<file path="src/rtl/core/rme_pkg.sv">
// Shared constants for the RSA modular exponentiation unit.
package rme_pkg;

   localparam int VALUE_BITS_DEFAULT = 31;
   localparam int CSR_INDEX_BITS     = 2;

   localparam logic [CSR_INDEX_BITS-1:0] CSR_MODULUS          = 2'd0;
   localparam logic [CSR_INDEX_BITS-1:0] CSR_PUBLIC_EXPONENT  = 2'd1;
   localparam logic [CSR_INDEX_BITS-1:0] CSR_PRIVATE_EXPONENT = 2'd2;

   localparam logic MODE_ENCRYPT = 1'b0;
   localparam logic MODE_DECRYPT = 1'b1;

endpackage

</file>
<file path="src/rtl/core/rsa_modular_exponentiation_unit.sv">
// Top level: configuration registers and square-and-multiply sequencer.
// Computes base^e mod modulus, e being the public exponent (mode 0) or the private
// exponent (mode 1). One item is in flight at a time; req_stall is high from accept
// until the result beat is taken. An item with a zero exponent or zero modulus goes
// straight to the result state. Otherwise all VALUE_BITS exponent bits are scanned, each
// costing one modular squaring plus, for a one bit, one modular multiply; every multiply
// runs on a single bit-serial unit.
module rsa_modular_exponentiation_unit #(
   parameter int VALUE_BITS = rme_pkg::VALUE_BITS_DEFAULT
) (
   input  logic                              clock,
   input  logic                              reset,
   input  logic                              req_valid,
   output logic                              req_stall,
   input  logic                              req_mode,
   input  logic [VALUE_BITS-1:0]             req_base,
   output logic                              rsp_valid,
   input  logic                              rsp_stall,
   output logic [VALUE_BITS-1:0]             rsp_result,
   input  logic                              csr_wr_en,
   input  logic [rme_pkg::CSR_INDEX_BITS-1:0] csr_index,
   input  logic [VALUE_BITS-1:0]             csr_wdata
);
   import rme_pkg::*;

   localparam int CNT_BITS = $clog2(VALUE_BITS);
   localparam logic [CNT_BITS-1:0] LAST_BIT = CNT_BITS'(VALUE_BITS - 1);

   localparam logic [2:0] ST_IDLE    = 3'd0;
   localparam logic [2:0] ST_SQ_GO   = 3'd1;
   localparam logic [2:0] ST_SQ_WAIT = 3'd2;
   localparam logic [2:0] ST_MU_GO   = 3'd3;
   localparam logic [2:0] ST_MU_WAIT = 3'd4;
   localparam logic [2:0] ST_OUT     = 3'd5;

   logic [VALUE_BITS-1:0] modulus_ff, public_exp_ff, private_exp_ff;

   logic [2:0]            state_ff, state_in;
   logic [VALUE_BITS-1:0] exp_ff, exp_in;
   logic [VALUE_BITS-1:0] base_ff, base_in;
   logic [VALUE_BITS-1:0] acc_ff, acc_in;
   logic [CNT_BITS-1:0]   bit_ff, bit_in;

   logic                  mul_start;
   logic                  mul_busy;
   logic                  mul_done;
   logic [VALUE_BITS-1:0] mul_y;
   logic [VALUE_BITS-1:0] mul_product;
   logic [VALUE_BITS-1:0] exp_sel;
   logic                  req_beat;

   localparam logic [VALUE_BITS-1:0] ONE = VALUE_BITS'(1);

   always_ff @(posedge clock) begin
      if (reset) begin
         modulus_ff     <= ONE;
         public_exp_ff  <= VALUE_BITS'(3);
         private_exp_ff <= '0;
      end else if (csr_wr_en) begin
         unique case (csr_index)
            CSR_MODULUS:          modulus_ff     <= csr_wdata;
            CSR_PUBLIC_EXPONENT:  public_exp_ff  <= csr_wdata;
            CSR_PRIVATE_EXPONENT: private_exp_ff <= csr_wdata;
            default: ;
         endcase
      end
   end

   assign req_beat = req_valid && !req_stall;
   assign exp_sel  = (req_mode == MODE_DECRYPT) ? private_exp_ff : public_exp_ff;
   assign mul_start = (state_ff == ST_SQ_GO) || (state_ff == ST_MU_GO);
   assign mul_y     = (state_ff == ST_MU_GO) ? base_ff : acc_ff;

   always_comb begin
      state_in = state_ff;
      exp_in   = exp_ff;
      base_in  = base_ff;
      acc_in   = acc_ff;
      bit_in   = bit_ff;
      unique case (state_ff) inside
         ST_IDLE: begin
            if (req_beat) begin
               exp_in  = exp_sel;
               base_in = req_base;
               bit_in  = LAST_BIT;
               if (exp_sel == '0) begin
                  acc_in   = ONE;
                  state_in = ST_OUT;
               end else if (modulus_ff == '0) begin
                  acc_in   = '0;
                  state_in = ST_OUT;
               end else begin
                  // start from 1 mod m so acc always stays reduced
                  acc_in   = (modulus_ff == ONE) ? '0 : ONE;
                  state_in = ST_SQ_GO;
               end
            end
         end
         ST_SQ_GO: state_in = ST_SQ_WAIT;
         ST_MU_GO: state_in = ST_MU_WAIT;
         ST_SQ_WAIT, ST_MU_WAIT: begin
            if (mul_done) begin
               acc_in = mul_product;
               if ((state_ff == ST_SQ_WAIT) && exp_ff[VALUE_BITS-1]) begin
                  state_in = ST_MU_GO;
               end else begin
                  exp_in = {exp_ff[VALUE_BITS-2:0], 1'b0};
                  bit_in = bit_ff - 1'b1;
                  state_in = (bit_ff == '0) ? ST_OUT : ST_SQ_GO;
               end
            end
         end
         ST_OUT: begin
            if (!rsp_stall) state_in = ST_IDLE;
         end
         default: state_in = ST_IDLE;
      endcase
   end

   always_ff @(posedge clock) begin
      if (reset) begin
         state_ff <= ST_IDLE;
      end else begin
         state_ff <= state_in;
      end
      exp_ff  <= exp_in;
      base_ff <= base_in;
      acc_ff  <= acc_in;
      bit_ff  <= bit_in;
   end

   rme_mulmod #(
      .VALUE_BITS(VALUE_BITS)
   ) u_mulmod (
      .clock   (clock),
      .reset   (reset),
      .start   (mul_start),
      .x_in    (acc_ff),
      .y_in    (mul_y),
      .m_in    (modulus_ff),
      .busy    (mul_busy),
      .done    (mul_done),
      .product (mul_product)
   );

   assign req_stall  = (state_ff != ST_IDLE);
   assign rsp_valid  = (state_ff == ST_OUT);
   assign rsp_result = acc_ff;

`ifndef ASSERT_OFF
   a_done_when_waiting: assert property (@(posedge clock) disable iff (reset)
      mul_done |-> ((state_ff == ST_SQ_WAIT) || (state_ff == ST_MU_WAIT)))
      else $error("multiplier result with no operation pending");
   a_acc_reduced: assert property (@(posedge clock) disable iff (reset)
      (state_ff == ST_SQ_GO) |-> (acc_ff < modulus_ff))
      else $error("accumulator not reduced below modulus");
   a_launch_idle: assert property (@(posedge clock) disable iff (reset)
      mul_start |-> !mul_busy)
      else $error("multiply launched while unit busy");
   a_accept_leaves_idle: assert property (@(posedge clock) disable iff (reset)
      req_beat |=> (state_ff != ST_IDLE))
      else $error("accepted beat not taken up");
`endif

endmodule

</file>
<file path="src/rtl/core/rme_mulmod.sv">
// Bit-serial interleaved modular multiplier: product = (x * y) mod m, one bit of y per cycle.
module rme_mulmod #(
   parameter int VALUE_BITS = rme_pkg::VALUE_BITS_DEFAULT
) (
   input  logic                  clock,
   input  logic                  reset,
   input  logic                  start,
   input  logic [VALUE_BITS-1:0] x_in,
   input  logic [VALUE_BITS-1:0] y_in,
   input  logic [VALUE_BITS-1:0] m_in,
   output logic                  busy,
   output logic                  done,
   output logic [VALUE_BITS-1:0] product
);
   import rme_pkg::*;

   localparam int CNT_BITS = $clog2(VALUE_BITS);
   localparam int EXT_BITS = VALUE_BITS + 2;
   localparam logic [CNT_BITS-1:0] LAST_BIT = CNT_BITS'(VALUE_BITS - 1);

   logic                  busy_ff, busy_in;
   logic                  done_ff, done_in;
   logic [CNT_BITS-1:0]   cnt_ff, cnt_in;
   logic [VALUE_BITS-1:0] x_ff, x_in_nxt;
   logic [VALUE_BITS-1:0] y_ff, y_in_nxt;
   logic [VALUE_BITS-1:0] r_ff, r_in;

   logic [EXT_BITS-1:0] m_ext;
   logic [EXT_BITS-1:0] dbl;
   logic [EXT_BITS-1:0] dbl_red;
   logic [EXT_BITS-1:0] sum;
   logic [EXT_BITS-1:0] sum_red;

   // r stays below m: 2r < 2m, one subtract; then + x < 2m, one subtract.
   always_comb begin
      m_ext   = {2'b00, m_in};
      dbl     = {1'b0, r_ff, 1'b0};
      dbl_red = (dbl >= m_ext) ? (dbl - m_ext) : dbl;
      sum     = dbl_red + {2'b00, (x_ff & {VALUE_BITS{y_ff[VALUE_BITS-1]}})};
      sum_red = (sum >= m_ext) ? (sum - m_ext) : sum;
   end

   always_comb begin
      busy_in  = busy_ff;
      done_in  = 1'b0;
      cnt_in   = cnt_ff;
      x_in_nxt = x_ff;
      y_in_nxt = y_ff;
      r_in     = r_ff;
      if (busy_ff) begin
         r_in     = sum_red[VALUE_BITS-1:0];
         y_in_nxt = {y_ff[VALUE_BITS-2:0], 1'b0};
         cnt_in   = cnt_ff - 1'b1;
         if (cnt_ff == '0) begin
            busy_in = 1'b0;
            done_in = 1'b1;
         end
      end else if (start) begin
         busy_in  = 1'b1;
         cnt_in   = LAST_BIT;
         x_in_nxt = x_in;
         y_in_nxt = y_in;
         r_in     = '0;
      end
   end

   always_ff @(posedge clock) begin
      if (reset) begin
         busy_ff <= 1'b0;
         done_ff <= 1'b0;
      end else begin
         busy_ff <= busy_in;
         done_ff <= done_in;
      end
      cnt_ff <= cnt_in;
      x_ff   <= x_in_nxt;
      y_ff   <= y_in_nxt;
      r_ff   <= r_in;
   end

   assign busy    = busy_ff;
   assign done    = done_ff;
   assign product = r_ff;

`ifndef ASSERT_OFF
   a_done_idle: assert property (@(posedge clock) disable iff (reset)
      done_ff |-> !busy_ff)
      else $error("multiplier done while still busy");
   a_start_idle: assert property (@(posedge clock) disable iff (reset)
      start |-> !busy_ff)
      else $error("multiplier started while busy");
   a_rem_bound: assert property (@(posedge clock) disable iff (reset)
      (busy_ff && $past(busy_ff)) |-> (r_ff < m_in))
      else $error("partial remainder not reduced");
`endif

endmodule

</file>
<file path="config.mk">
export PLATFORM = sky130hd
export DESIGN_NAME = rsa_modular_exponentiation_unit
export DESIGN_NICKNAME = d
export VERILOG_FILES = /design/src/rtl/core/rme_pkg.sv /design/src/rtl/core/rsa_modular_exponentiation_unit.sv /design/src/rtl/core/rme_mulmod.sv
export SDC_FILE = /design/constraint.sdc
export NUM_CORES = 1
export LEC_CHECK = 0
export BUFFER_PORTS_ARGS = -buffer_cell sky130_fd_sc_hd__buf_2
export CELL_PAD_IN_SITES_DETAIL_PLACEMENT = 0
export CELL_PAD_IN_SITES_GLOBAL_PLACEMENT = 1
export CORE_ASPECT_RATIO = 0.9
export CORE_MARGIN = 3
export CORE_UTILIZATION = 44
export DETAILED_ROUTE_END_ITERATION = 7
export PLACE_DENSITY_LB_ADDON = 0.1
export SETUP_SLACK_MARGIN = 0.1
export SKIP_CTS_REPAIR_TIMING = 1
export SYNTH_ARGS = -nofsm -noshare
export SYNTH_HDL_FRONTEND = slang
export SYNTH_HIERARCHICAL = 1
export SYNTH_SLANG_ARGS = --single-unit
</file>
<file path="constraint.sdc">
create_clock -name clock -period 7.7 [get_ports clock]
set_input_delay 0.385 -clock clock [delete_from_list [all_inputs] [get_ports clock]]
set_output_delay 0.385 -clock clock [all_outputs]
set_load 0.02 [all_outputs]
</file>
* Word level (Yosys, flattened, before mapping) *
Cells that the tools add are included.
W data, S select, Z words.

operators by class
  add/subtract/negate cells = 5
  multiply operators = 0
  divide/modulo/power cells = 0
  magnitude comparators = 2
  eq/ne operators = 12
  shift-type cells = 0
  muxes and demuxes = 36
  bitwise operators = 2
  reduce and logical (&&, ||, !) cells = 23

operators by type and width
  cell                   number
  $mux W31               12
  $pmux W31 S2           2
  $logic_not A31 Y1      2
  $add A33 B31 Y33       1
  $ge A33 B31 Y1         1
  $mux W33               1
  $sub A32 B31 Y33       1
  $ge A32 B31 Y1         1
  $and A31 B31 Y31       1
  $eq A31 B1 Y1 const B  1
  $sub A31 B31 Y31       1
  $mux W5                5
  $mux W3                7
  $pmux W3 S5            1
  $logic_not A5 Y1       2
  $pmux W5 S2            1
  $reduce_and A2 Y1      5
  $sub A5 B1 Y5 const B  2
  $mux W1                7
  $eq A3 B2 Y1 const B   2
  $eq A3 B3 Y1 const B   2
  $ne A2 B2 Y1 const B   3
  $reduce_and A3 Y1      2
  $reduce_and A4 Y1      1
  other kinds (13)       16

word-level totals
  bits in registers = 294
  latch bits = 0
  RAM bits = 0
  ROM bits = 0
  input bits = 70
  output and inout port bits = 33
  word-level logic and storage cells = 95
  memories = 0

* Depth between registers and ports, before layout *
Gate-level depths: netlist of the first run.

  depth in word-level cells = 6
  depth in mapped cells = 36
  gate-level depth less buffers = 34

* Modules after synthesis *
The synthesis of the first run kept the hierarchy.

by module, submodules not included
  module                           times used  cells an instance  area an instance (µm²)  sequential area each (µm²)
  rme_mulmod                       1           1064               9446.6                  2972.9
  rsa_modular_exponentiation_unit  1           781                8085.3                  4864.7

* Worst setup path before layout of the first run *
OpenSTA, ideal clock, no wires.

  path type = reg-to-reg
  from = reg modulus_ff[10]
  to = reg u_mulmod.r_ff[10] (netlist: u_mulmod/product[10]) (data pin)
  setup time = 267 ps
  arrival = 6762 ps
  required time = 7433 ps
  slack = 671 ps
  cell stages (with the launch flop) = 34
  path buffers = 4
  clock period less this slack = 7029 ps
  path through = dfxtp_1 -> inv_1 -> ha_1 -> a21o_1 -> a31oi_1 -> a221oi_1 -> a31oi_1 -> nand3_2 -> a31oi_2 -> clkbuf_1 -> clkbuf_1 -> nand2_1 -> o21ai_0 -> ha_1 -> a21o_1 -> a21o_1 -> a221oi_1 -> o21ai_0 -> a21boi_0 -> o21ai_0 -> xor2_1 -> ha_1 -> clkbuf_1 -> a21o_1 -> a21o_1 -> a21o_1 -> a21o_1 -> a221o_1 -> o21ba_2 -> inv_1 -> o41a_1 -> buf_2 -> nand4_1 -> o21ai_0

on the way
  cells in the longest elaborated chain, start to end = 6
  elaborated cells between the ends (all ways) = 8
  classes of those cells = add/sub (3); order compare (2); mux (3)

ends and longest elaborated chain
  item                                                       RTL line                               source
  start: declaration                                         rsa_modular_exponentiation_unit.sv:36  logic [VALUE_BITS-1:0] modulus_ff, public_exp_ff, private_exp_ff;
  start signal: assignment                                   rsa_modular_exponentiation_unit.sv:61  CSR_MODULUS: modulus_ff <= csr_wdata;
  $sub A32 B31 Y33 / $ge A32 B31 Y1 (equally long branches)  rme_mulmod.sv:38                       dbl_red = (dbl >= m_ext) ? (dbl - m_ext) : dbl;
  $mux W33                                                   rme_mulmod.sv:38
  $add A33 B31 Y33                                           rme_mulmod.sv:39                       sum = dbl_red + {2'b00, (x_ff & {VALUE_BITS{y_ff[VALUE_BITS-1]}})};
  $sub A31 B31 Y31 / $ge A33 B31 Y1 (equally long branches)  rme_mulmod.sv:40                       sum_red = (sum >= m_ext) ? (sum - m_ext) : sum;
  $mux W31 (*)                                               rme_mulmod.sv:40
  $mux W31 (*)                                               rme_mulmod.sv:50                       if (busy_ff) begin
  end signal: assignment                                     rme_mulmod.sv:78                       r_ff <= r_in;
  end: declaration                                           rme_mulmod.sv:26                       logic [VALUE_BITS-1:0] r_ff, r_in;

Mark *: on every way between the ends. The rest lies on a longest branch, timed or not.
A chain may end at the register's enable or synchronous reset.

* Worst setup path in the final report of the first run *
  from = reg modulus_ff[14]
  to = reg u_mulmod.r_ff[16] (netlist: u_mulmod/product[16]) (data pin)

Same word-level chain as after synthesis.

==> impl_metrics.py, run 1 <==
metrics = {
    "worst_setup_path": {
        "rr_endpoint": "u_mulmod/product[16]$_SDFFCE_PN0P_",
        "ff2ff_path_depth": 32,
        "cpMostUsedCell": "a21o_1",
        "criticalPathCategory": "flop to flop",
        "r2r-start": "modulus_ff[14]$_SDFFE_PP0P_",
        "cp-end-kind": "flop",
        "crit_arrival_ns": 7.40,
        "cp_slowest_stage_delay_ns": 0.43,
        "rrSetupSlack_ns": 0.56,
        "critPathBufInv": 6,
        "slowest_stage": "o41a_1",
        "crit_required_ns": 7.96,
        "critPathMaxFanout": 11,
        "critPathTopFamily": "compound AO/OA/AOI/OAI gates",
        "startpoint_type": "flop",
    },
    "hold_path": {
        "worstHoldEndpoint": "base_ff[15]$_DFFE_PP_",
        "hold_depth": 1,
        "holdCritPathClass": "primary input to flop",
        "min_from": "req_base[15]",
    },
    "synthesis": {
        "muxShareOfSynthArea_pct": 5.09,
        "synth_xor_area_share_pct": 4.15,
        "synth_top_family_by_area": "simple AND/OR/NAND/NOR gates",
        "synth.most_common_cell": "nand2_1",
        "ys_top_cells_by_count": "nand2_1, edfxtp_1, a21oi_1",
        "synth.distinct_cells": 86,
        "ys_warn_count": 6,
        "synth_fa_ha_area_share_pct": 7.19,
        "synth_compound_area_share_pct": 17.3,
        "async_flop_share_pct": 0,
        "synth.largest_area_cell": "edfxtp_1",
        "syn_nets": 2014,
        "ys.flop_type": "edfxtp_1",
        "syn_inst": 1845,
        "netlist_area_um2": 17500,
        "ys_seq_area_share_pct": 44.7,
        "ys_ff_latch": 294,
        "ys_top_cells_by_area": "edfxtp_1, dfxtp_1, nand2_1, ha_1, a21oi_1",
        "yosys.area.top_type_share_pct": 33.4,
        "synth-edff-count": 195,
        "synth-simple-area-share_pct": 17.7,
        "avgSynthCellArea_um2": 9.50,
    },
    "drt": {
        "wl_per_cell_um": 19.5,
        "via_per_inst": 5.54,
        "routed_wl_um": 48900,
        "final_antenna_net_count": 0,
        "drc": 0,
        "drt_iter0_markers": 1104,
        "drtPass1Iterations": 5,
        "num_vias": 13900,
    },
    "floorplan": {
        "core_area_um2": 38800,
        "die_h_um": 195,
        "start_util_pct": 45.2,
        "die_width_um": 216,
        "die-area_um2": 42300,
        "std_cell_rows": 68,
        "io_pins": 103,
    },
    "place": {
        "port-buffer-count": 102,
        "dp_hpwl_um": 36000,
        "post_dp_cell_area_um2": 18800,
        "place_congestion": 0.893,
    },
    "finish": {
        "stdcell_area_um2": 20200,
        "fin_util_pct": 52.1,
        "nNetsFinal": 2134,
        "area_growth_pct": 15.3,
        "num-fill-cells": 3719,
        "antenna_cells": 0,
        "drive_above_1_share_pct": 16.5,
    },
    "timing": {
        "finalSetupViolCount": 0,
        "hold_viol": 0,
        "tightest_slew_ns": 1.13,
        "period_minus_slack_ns": 7.14,
        "slew_viol_final": 0,
        "tns_ns": 0,
        "rsz0062_at_grt": "yes",
        "fin_skew_ns": 0.0259,
        "clock.fmax_ghz": 0.140,
        "final.period_utilization_pct": 92.7,
        "relSlewSlack_pct": 24.7,
    },
    "grt": {
        "top_usage_layer": "met2",
        "overflow": 0,
        "grt_max_degree": 99,
        "grt_pass1_wl_um": 76100,
        "use_met2_pct": 36.2,
        "grt_pass1_vias": 13200,
        "use_met3_pct": 2.79,
        "antenna_found_initial": 0,
        "grt_util_all_layers_pct": 22.7,
        "grt_use_met1_pct": 33.4,
    },
    "cts": {
        "cts_buffers": 35,
        "clk_latency_ns": 0.53,
        "clk_pin_slew_worst_paths_ns": 0.06,
        "clockBufferDepth": 3,
        "ctsRootBufferMaster": "clkbuf_16",
        "h-tree-depth": 2,
        "cts_tree": "built",
        "cts_num_sinks": 294,
    },
    "status": {
        "outcome": "completed",
    },
    "job": {
        "drv_cap": 0,
    },
}
-- layer usage --
layer	vias up	share of wire (%)
met5	-	0
met4	0	1.7
met3	58	4.1
met2	264	46
met1	6680	49
li1	6927	-
-- how the worst max path moves through the flow --
stage,from,to,slack [ns],cells past startpoint
floorplan,modulus_ff[10]$_SDFFE_PP0P_,u_mulmod/product[10]$_SDFFCE_PN0P_,0.67,33
global placement,modulus_ff[1]$_SDFFE_PP0P_,u_mulmod/product[12]$_SDFFCE_PN0P_,0.05,34
detailed placement,modulus_ff[1]$_SDFFE_PP0P_,u_mulmod/product[12]$_SDFFCE_PN0P_,-0.15,34
CTS,modulus_ff[1]$_SDFFE_PP0P_,u_mulmod/product[12]$_SDFFCE_PN0P_,-0.18,34
global route,modulus_ff[1]$_SDFFE_PP0P_,u_mulmod/product[12]$_SDFFCE_PN0P_,0.002,36
finish,modulus_ff[14]$_SDFFE_PP0P_,u_mulmod/product[16]$_SDFFCE_PN0P_,0.56,32
-- worst register-to-register path: cells and delay by family, from the launching register on --
kind	cells	cell delay [ns]
buffers and inverters	6	0.91
AND/OR/NAND/NOR	3	0.34
XOR/XNOR	1	0.18
adder cells (fa/ha/maj)	3	1.06
flip-flops	1	0.38
AO/OA/AOI/OAI	19	4.01
-- flip-flops by register name, indices dropped and copies added, names as in the netlist, 31 cells and up --
register and cells:
base_ff 31, exp_ff 31, modulus_ff 31, private_exp_ff 31, public_exp_ff 31, rsp_result 31, u_mulmod/product 31, u_mulmod/x_ff 31
u_mulmod/y_ff 31
-- kinds of logic (layout without fill, tap and decap cells) --
| logic type | count (synthesis) | in the layout |
|---|---|---|
| xor gates and xnor gates | 83 | 83 |
| and+or+nand+nor | 654 | 654 |
| DFF | 294 | 294 |
| AOI/OAI and AO/OA | 474 | 474 |
| adders and majority gates | 99 | 99 |
| muxes | 85 | 85 |
| buffers and inverters | 156 | 299 |
-- cells in the final DEF, fill, tap and decap left out, drive strengths merged, types with 52 or more instances in the layout --
cell / n
and2: 65
nand2: 337
xnor2: 59
o21ai: 92
mux2i: 52
a21oi: 187
nor2: 75
edfxtp: 195
buf: 173
dfxtp: 99
ha: 96
inv: 68
-- cell type report --
class                           count  area, µm²  share of cell area, %
Timing Repair Buffer              173       1050                   5.19
Clock inverter                     11        100                  0.495
Inverter                           66        248                   1.23
Tap cell                          525        657                   3.25
Multi-Input combinational cell   1395       9300                   46.0
Clock buffer                       49       1010                   5.00
Sequential cell                   294       7850                   38.8
-- metrics by stage --
| step | hold WS (ns) | setup slack [ns] | instances |
|---|---|---|---|
| 2_1_floorplan | 0.444 | 0.671 | 1845 |
| 3_3_place_gp | 0.451 | 0.0547 | 2444 |
| 3_5_place_dp | 0.463 | -0.151 | 2444 |
| 4_1_cts | 0.00157 | -0.183 | 2504 |
| 5_1_grt | 0.00442 | 0.00211 | 2513 |
| 6_report | 0.0247 | 0.564 | 2513 |
Power of run 1 is left out: the tool's default activity adds up to more than one toggle a clock period on the data nets, which glitch-free logic cannot reach.
==> run 2: changes to the inputs <==
- CAP_MARGIN: unset -> 20
- CELL_PAD_IN_SITES_DETAIL_PLACEMENT: 0 -> 1
- CORE_UTILIZATION: 44 -> 46
==> run 2 against run 1 <==
Clock skew fell by 0.0090 ns. Global-route usage up 3.3 points. Cell area increased by 1.5%. Register-to-register slack worse by 0.32 ns. Final cell count down 0.88%. Highest routed layer unchanged.
==> impl_metrics.py, run 2 (synthesis results as in run 1) <==
metrics = {
    "cts": {
        "clockBufferDepth": 3,
        "cts_num_sinks": 294,
        "ctsRootBufferMaster": "clkbuf_16",
        "clk_pin_slew_worst_paths_ns": 0.06,
        "h-tree-depth": 2,
        "cts_tree": "built",
        "clk_latency_ns": 0.53,
        "cts_buffers": 34,
    },
    "grt": {
        "grt_pass1_wl_um": 83000,
        "grt_max_degree": 96,
        "grt_pass1_vias": 14800,
        "antenna_found_initial": 0,
        "overflow": 0,
        "grt_util_all_layers_pct": 26.0,
    },
    "worst_setup_path": {
        "r2r-start": "u_mulmod/product[5]$_SDFFCE_PN0P_",
        "cpMostUsedCell": "a21oi_1",
        "criticalPathCategory": "flop to flop",
        "critPathTopFamily": "compound AO/OA/AOI/OAI gates",
        "slowest_stage": "edfxtp_1",
        "startpoint_type": "flop",
        "critPathMaxFanout": 9,
        "cp-startpoint": "u_mulmod/product[5]$_SDFFCE_PN0P_",
        "crit_arrival_ns": 7.71,
        "cp_slowest_stage_delay_ns": 0.49,
        "crit_required_ns": 7.96,
        "critPathBufInv": 5,
        "cp-end-kind": "flop",
    },
    "drt": {
        "final_antenna_net_count": 0,
        "via_per_inst": 5.86,
        "wl_per_cell_um": 21.8,
        "drtPass1Iterations": 5,
        "num_vias": 14600,
        "routed_wl_um": 54300,
        "drt_iter0_markers": 904,
        "drc": 0,
    },
    "finish": {
        "nNetsFinal": 2151,
        "layout_common_cells": "nand2_1, edfxtp_1, a21oi_1",
        "final_common_cell": "nand2_1",
        "antenna_cells": 0,
        "num-fill-cells": 4264,
        "drive_above_1_share_pct": 17.9,
        "area_growth_pct": 17.0,
    },
    "floorplan": {
        "die_h_um": 191,
        "core_area_um2": 37400,
        "die-area_um2": 40500,
        "std_cell_rows": 67,
        "start_util_pct": 46.9,
        "die_width_um": 212,
        "io_pins": 103,
    },
    "place": {
        "port-buffer-count": 102,
        "place_congestion": 0.871,
        "dp_hpwl_um": 39300,
    },
    "hold_path": {
        "min_from": "req_base[16]",
        "holdCritPathClass": "primary input to flop",
    },
    "timing": {
        "final.period_utilization_pct": 96.9,
        "whs_ns": 0.0304,
        "slew_viol_final": 0,
        "clock.fmax_ghz": 0.134,
        "tightest_slew_ns": 1.03,
        "finalSetupViolCount": 0,
        "period_minus_slack_ns": 7.46,
        "fin_skew_ns": 0.0169,
        "relSlewSlack_pct": 31.3,
        "hold_viol": 0,
    },
    "status": {
        "outcome": "completed",
    },
    "job": {
        "drv_cap": 0,
    },
}
-- run 2: cell types whose count changed in the layout (fill, tap and decap cells not counted), sizes merged --
cell | before | now
buf | 173 | 191
bufinv | 1 | 6
clkbuf | 49 | 44
clkinv | 8 | 10
clkinvlp | 0 | 2
inv | 68 | 66
-- run 2: through the flow --
step | TNS (ns) | cells | area (µm²) | util, % | worst slack, ns
after CTS | -1.85 | 2470 | 20000 | 53.5 | -0.211
final | 0 | 2491 | 20500 | 54.9 | 0.242
after floorplan | 0 | 1845 | 17500 | - | 0.671
after detailed placement | -1.08 | 2408 | 18800 | 50.2 | -0.153
after global placement | -0.171 | 2408 | 18800 | 50.2 | -0.0432
after global routing | -0.240 | 2491 | 20500 | 54.9 | -0.0677
-- run 2: path summary, 6_finish.rpt --
check / end / slack, ns / depth (start not counted)
setup / recovery: u_mulmod/product[26]$_SDFFCE_PN0P_ / 0.24 / 34
hold reg to reg: modulus_ff[28]$_SDFFE_PP0P_ / 0.48 / 2
setup reg to reg: u_mulmod/product[26]$_SDFFCE_PN0P_ / 0.24 / 34
hold / removal: base_ff[16]$_DFFE_PP_ / 0.03 / 1
-- run 2: layout make-up --
| cell class | instances | area (µm²) | share of cell area, % |
|---|---|---|---|
| Tap cell | 483 | 604 | 2.95 |
| Sequential cell | 294 | 7840 | 38.2 |
| Inverter | 66 | 248 | 1.21 |
| Timing Repair Buffer | 191 | 1220 | 5.96 |
| Multi-Input combinational cell | 1395 | 9370 | 45.7 |
| Clock buffer | 44 | 982 | 4.79 |
| Clock inverter | 18 | 249 | 1.21 |
-- run 2: metal layers --
layer / vias up / share of wire, % / GRT usage [%]
li1: 6948 / - / -
met1: 7335 / 46 / 36.1
met2: 255 / 49 / 44.2
met3: 67 / 3.3 / 2.89
met4: 0 / 1.7 / 5.23
met5: - / 0 / 0
Power of run 2 is left out for the same reason.
==> run 3: changes to the inputs <==
- PLACE_DENSITY: unset -> 0.82
- PLACE_DENSITY_LB_ADDON: 0.1 -> unset
==> run 3 against run 2 <==
Sequential share of layout area rose by 0.87 points. Critical path depth grew 2. Cell area down 2.2%. Die area unchanged. Core utilization is 1.2 points lower. Register-to-register slack lost 0.17 ns. Wire length increased by 1.1%. Via count increased by 1.0%. Fmax decreased by 2.3%. Flip-flop and latch count unchanged. Non-clock buffer count decreased by 30. Global-route usage about the same. Critical endpoint is now u_mulmod/product[16]$_SDFFCE_PN0P_.
==> impl_metrics.py, run 3 (synthesis results as in run 1) <==
metrics = {
    "drt": {
        "final_antenna_net_count": 0,
        "wl_per_cell_um": 22.3,
        "via_per_inst": 6.00,
        "drt_iter0_markers": 1163,
        "routed_wl_um": 54900,
        "drtPass1Iterations": 5,
        "drc": 0,
        "num_vias": 14800,
    },
    "timing": {
        "timing.final.ws_setup_ns": 0.0695,
        "tns_ns": 0,
        "tightest_slew_ns": 1.11,
        "relSlewSlack_pct": 25.9,
        "fin_skew_ns": 0.0141,
        "clock.fmax_ghz": 0.131,
        "final.period_utilization_pct": 99.1,
        "finalSetupViolCount": 0,
        "period_minus_slack_ns": 7.63,
        "slew_viol_final": 0,
        "hold_viol": 0,
    },
    "floorplan": {
        "start_util_pct": 46.9,
        "die_width_um": 212,
        "die-area_um2": 40500,
        "die_h_um": 191,
        "std_cell_rows": 67,
        "io_pins": 103,
        "core_area_um2": 37400,
    },
    "place": {
        "port-buffer-count": 102,
        "dp_hpwl_um": 38800,
        "place_congestion": 0.920,
        "dp_slack_ns": -0.222,
    },
    "finish": {
        "final_common_cell": "nand2_1",
        "area_growth_pct": 14.4,
        "antenna_cells": 0,
        "layout_common_cells": "nand2_1, edfxtp_1, a21oi_1",
        "nNetsFinal": 2121,
        "drive_above_1_share_pct": 16.7,
    },
    "grt": {
        "grt_pass1_vias": 14900,
        "grt_util_all_layers_pct": 26.0,
        "grt_pass1_wl_um": 83000,
        "overflow": 0,
        "grt_max_degree": 99,
        "antenna_found_initial": 0,
    },
    "cts": {
        "ctsRootBufferMaster": "clkbuf_16",
        "clk_pin_slew_worst_paths_ns": 0.07,
        "cts_tree": "built",
        "cts_buffers": 34,
        "clk_latency_ns": 0.54,
        "h-tree-depth": 2,
        "clockBufferDepth": 3,
        "cts_num_sinks": 294,
    },
    "hold_path": {
        "holdCritPathClass": "primary input to flop",
    },
    "worst_setup_path": {
        "cp_slowest_stage_delay_ns": 0.47,
        "criticalPathCategory": "flop to flop",
        "crit_required_ns": 7.98,
        "startpoint_type": "flop",
        "cp-end-kind": "flop",
        "crit_arrival_ns": 7.91,
        "critPathMaxFanout": 5,
        "slowest_stage": "edfxtp_1",
        "cpMostUsedCell": "buf_4",
    },
    "status": {
        "outcome": "completed",
    },
    "job": {
        "drv_cap": 0,
    },
}
==> run 3: final timing paths <==
kind | start | to | slack (ns) | depth (start not counted)
worst max-delay path | u_mulmod/product[8]$_SDFFCE_PN0P_ | u_mulmod/product[16]$_SDFFCE_PN0P_ | 0.07 | 36
worst min-delay path | req_base[17] | base_ff[17]$_DFFE_PP_ | 0.02 | 1
worst max register to register | u_mulmod/product[8]$_SDFFCE_PN0P_ | u_mulmod/product[16]$_SDFFCE_PN0P_ | 0.07 | 36
worst min register to register | public_exp_ff[17]$_SDFFE_PP0P_ | public_exp_ff[17]$_SDFFE_PP0P_ | 0.47 | 2
==> run 3: layout make-up <==
class                           instances  area, µm²
Sequential cell                       294       7840
Multi-Input combinational cell       1395       9370
Clock inverter                         15       88.8
Timing Repair Buffer                  161        958
Tap cell                              483        604
Inverter                               66        248
Clock buffer                           46        948
Fill cell                            4276      17300
==> run 3: through the flow <==
stage	utilization (%)	instances	hold slack (ns)	cell area (µm²)
after floorplan	-	1845	0.444	17500
after global placement	49.6	2380	0.456	18500
after detailed placement	49.6	2380	0.466	18500
after CTS	52.4	2441	-0.0000580	19600
after global routing	53.6	2460	0.000349	20100
final	53.6	2460	0.0187	20100
==> run 3: worst max-delay path: cells and delay by family, from the launching register on <==
family	cells	cell delay, ns
AOI/OAI and AO/OA	13	2.59
xor gates and xnor gates	1	0.24
adders and majority gates	4	1.30
buffers and inverters	6	0.94
DFF	1	0.47
muxes	1	0.10
and+or+nand+nor	11	1.72
==> run 3: per-layer routing <==
| metal | global-route usage, % | wire (µm) |
|---|---|---|
| met3 | 3.81 | 2430 |
| met1 | 33.9 | 23500 |
| met5 | 0 | 0 |
| met4 | 7.75 | 1650 |
| met2 | 45.0 | 27400 |
Power of run 3 is left out for the same reason.
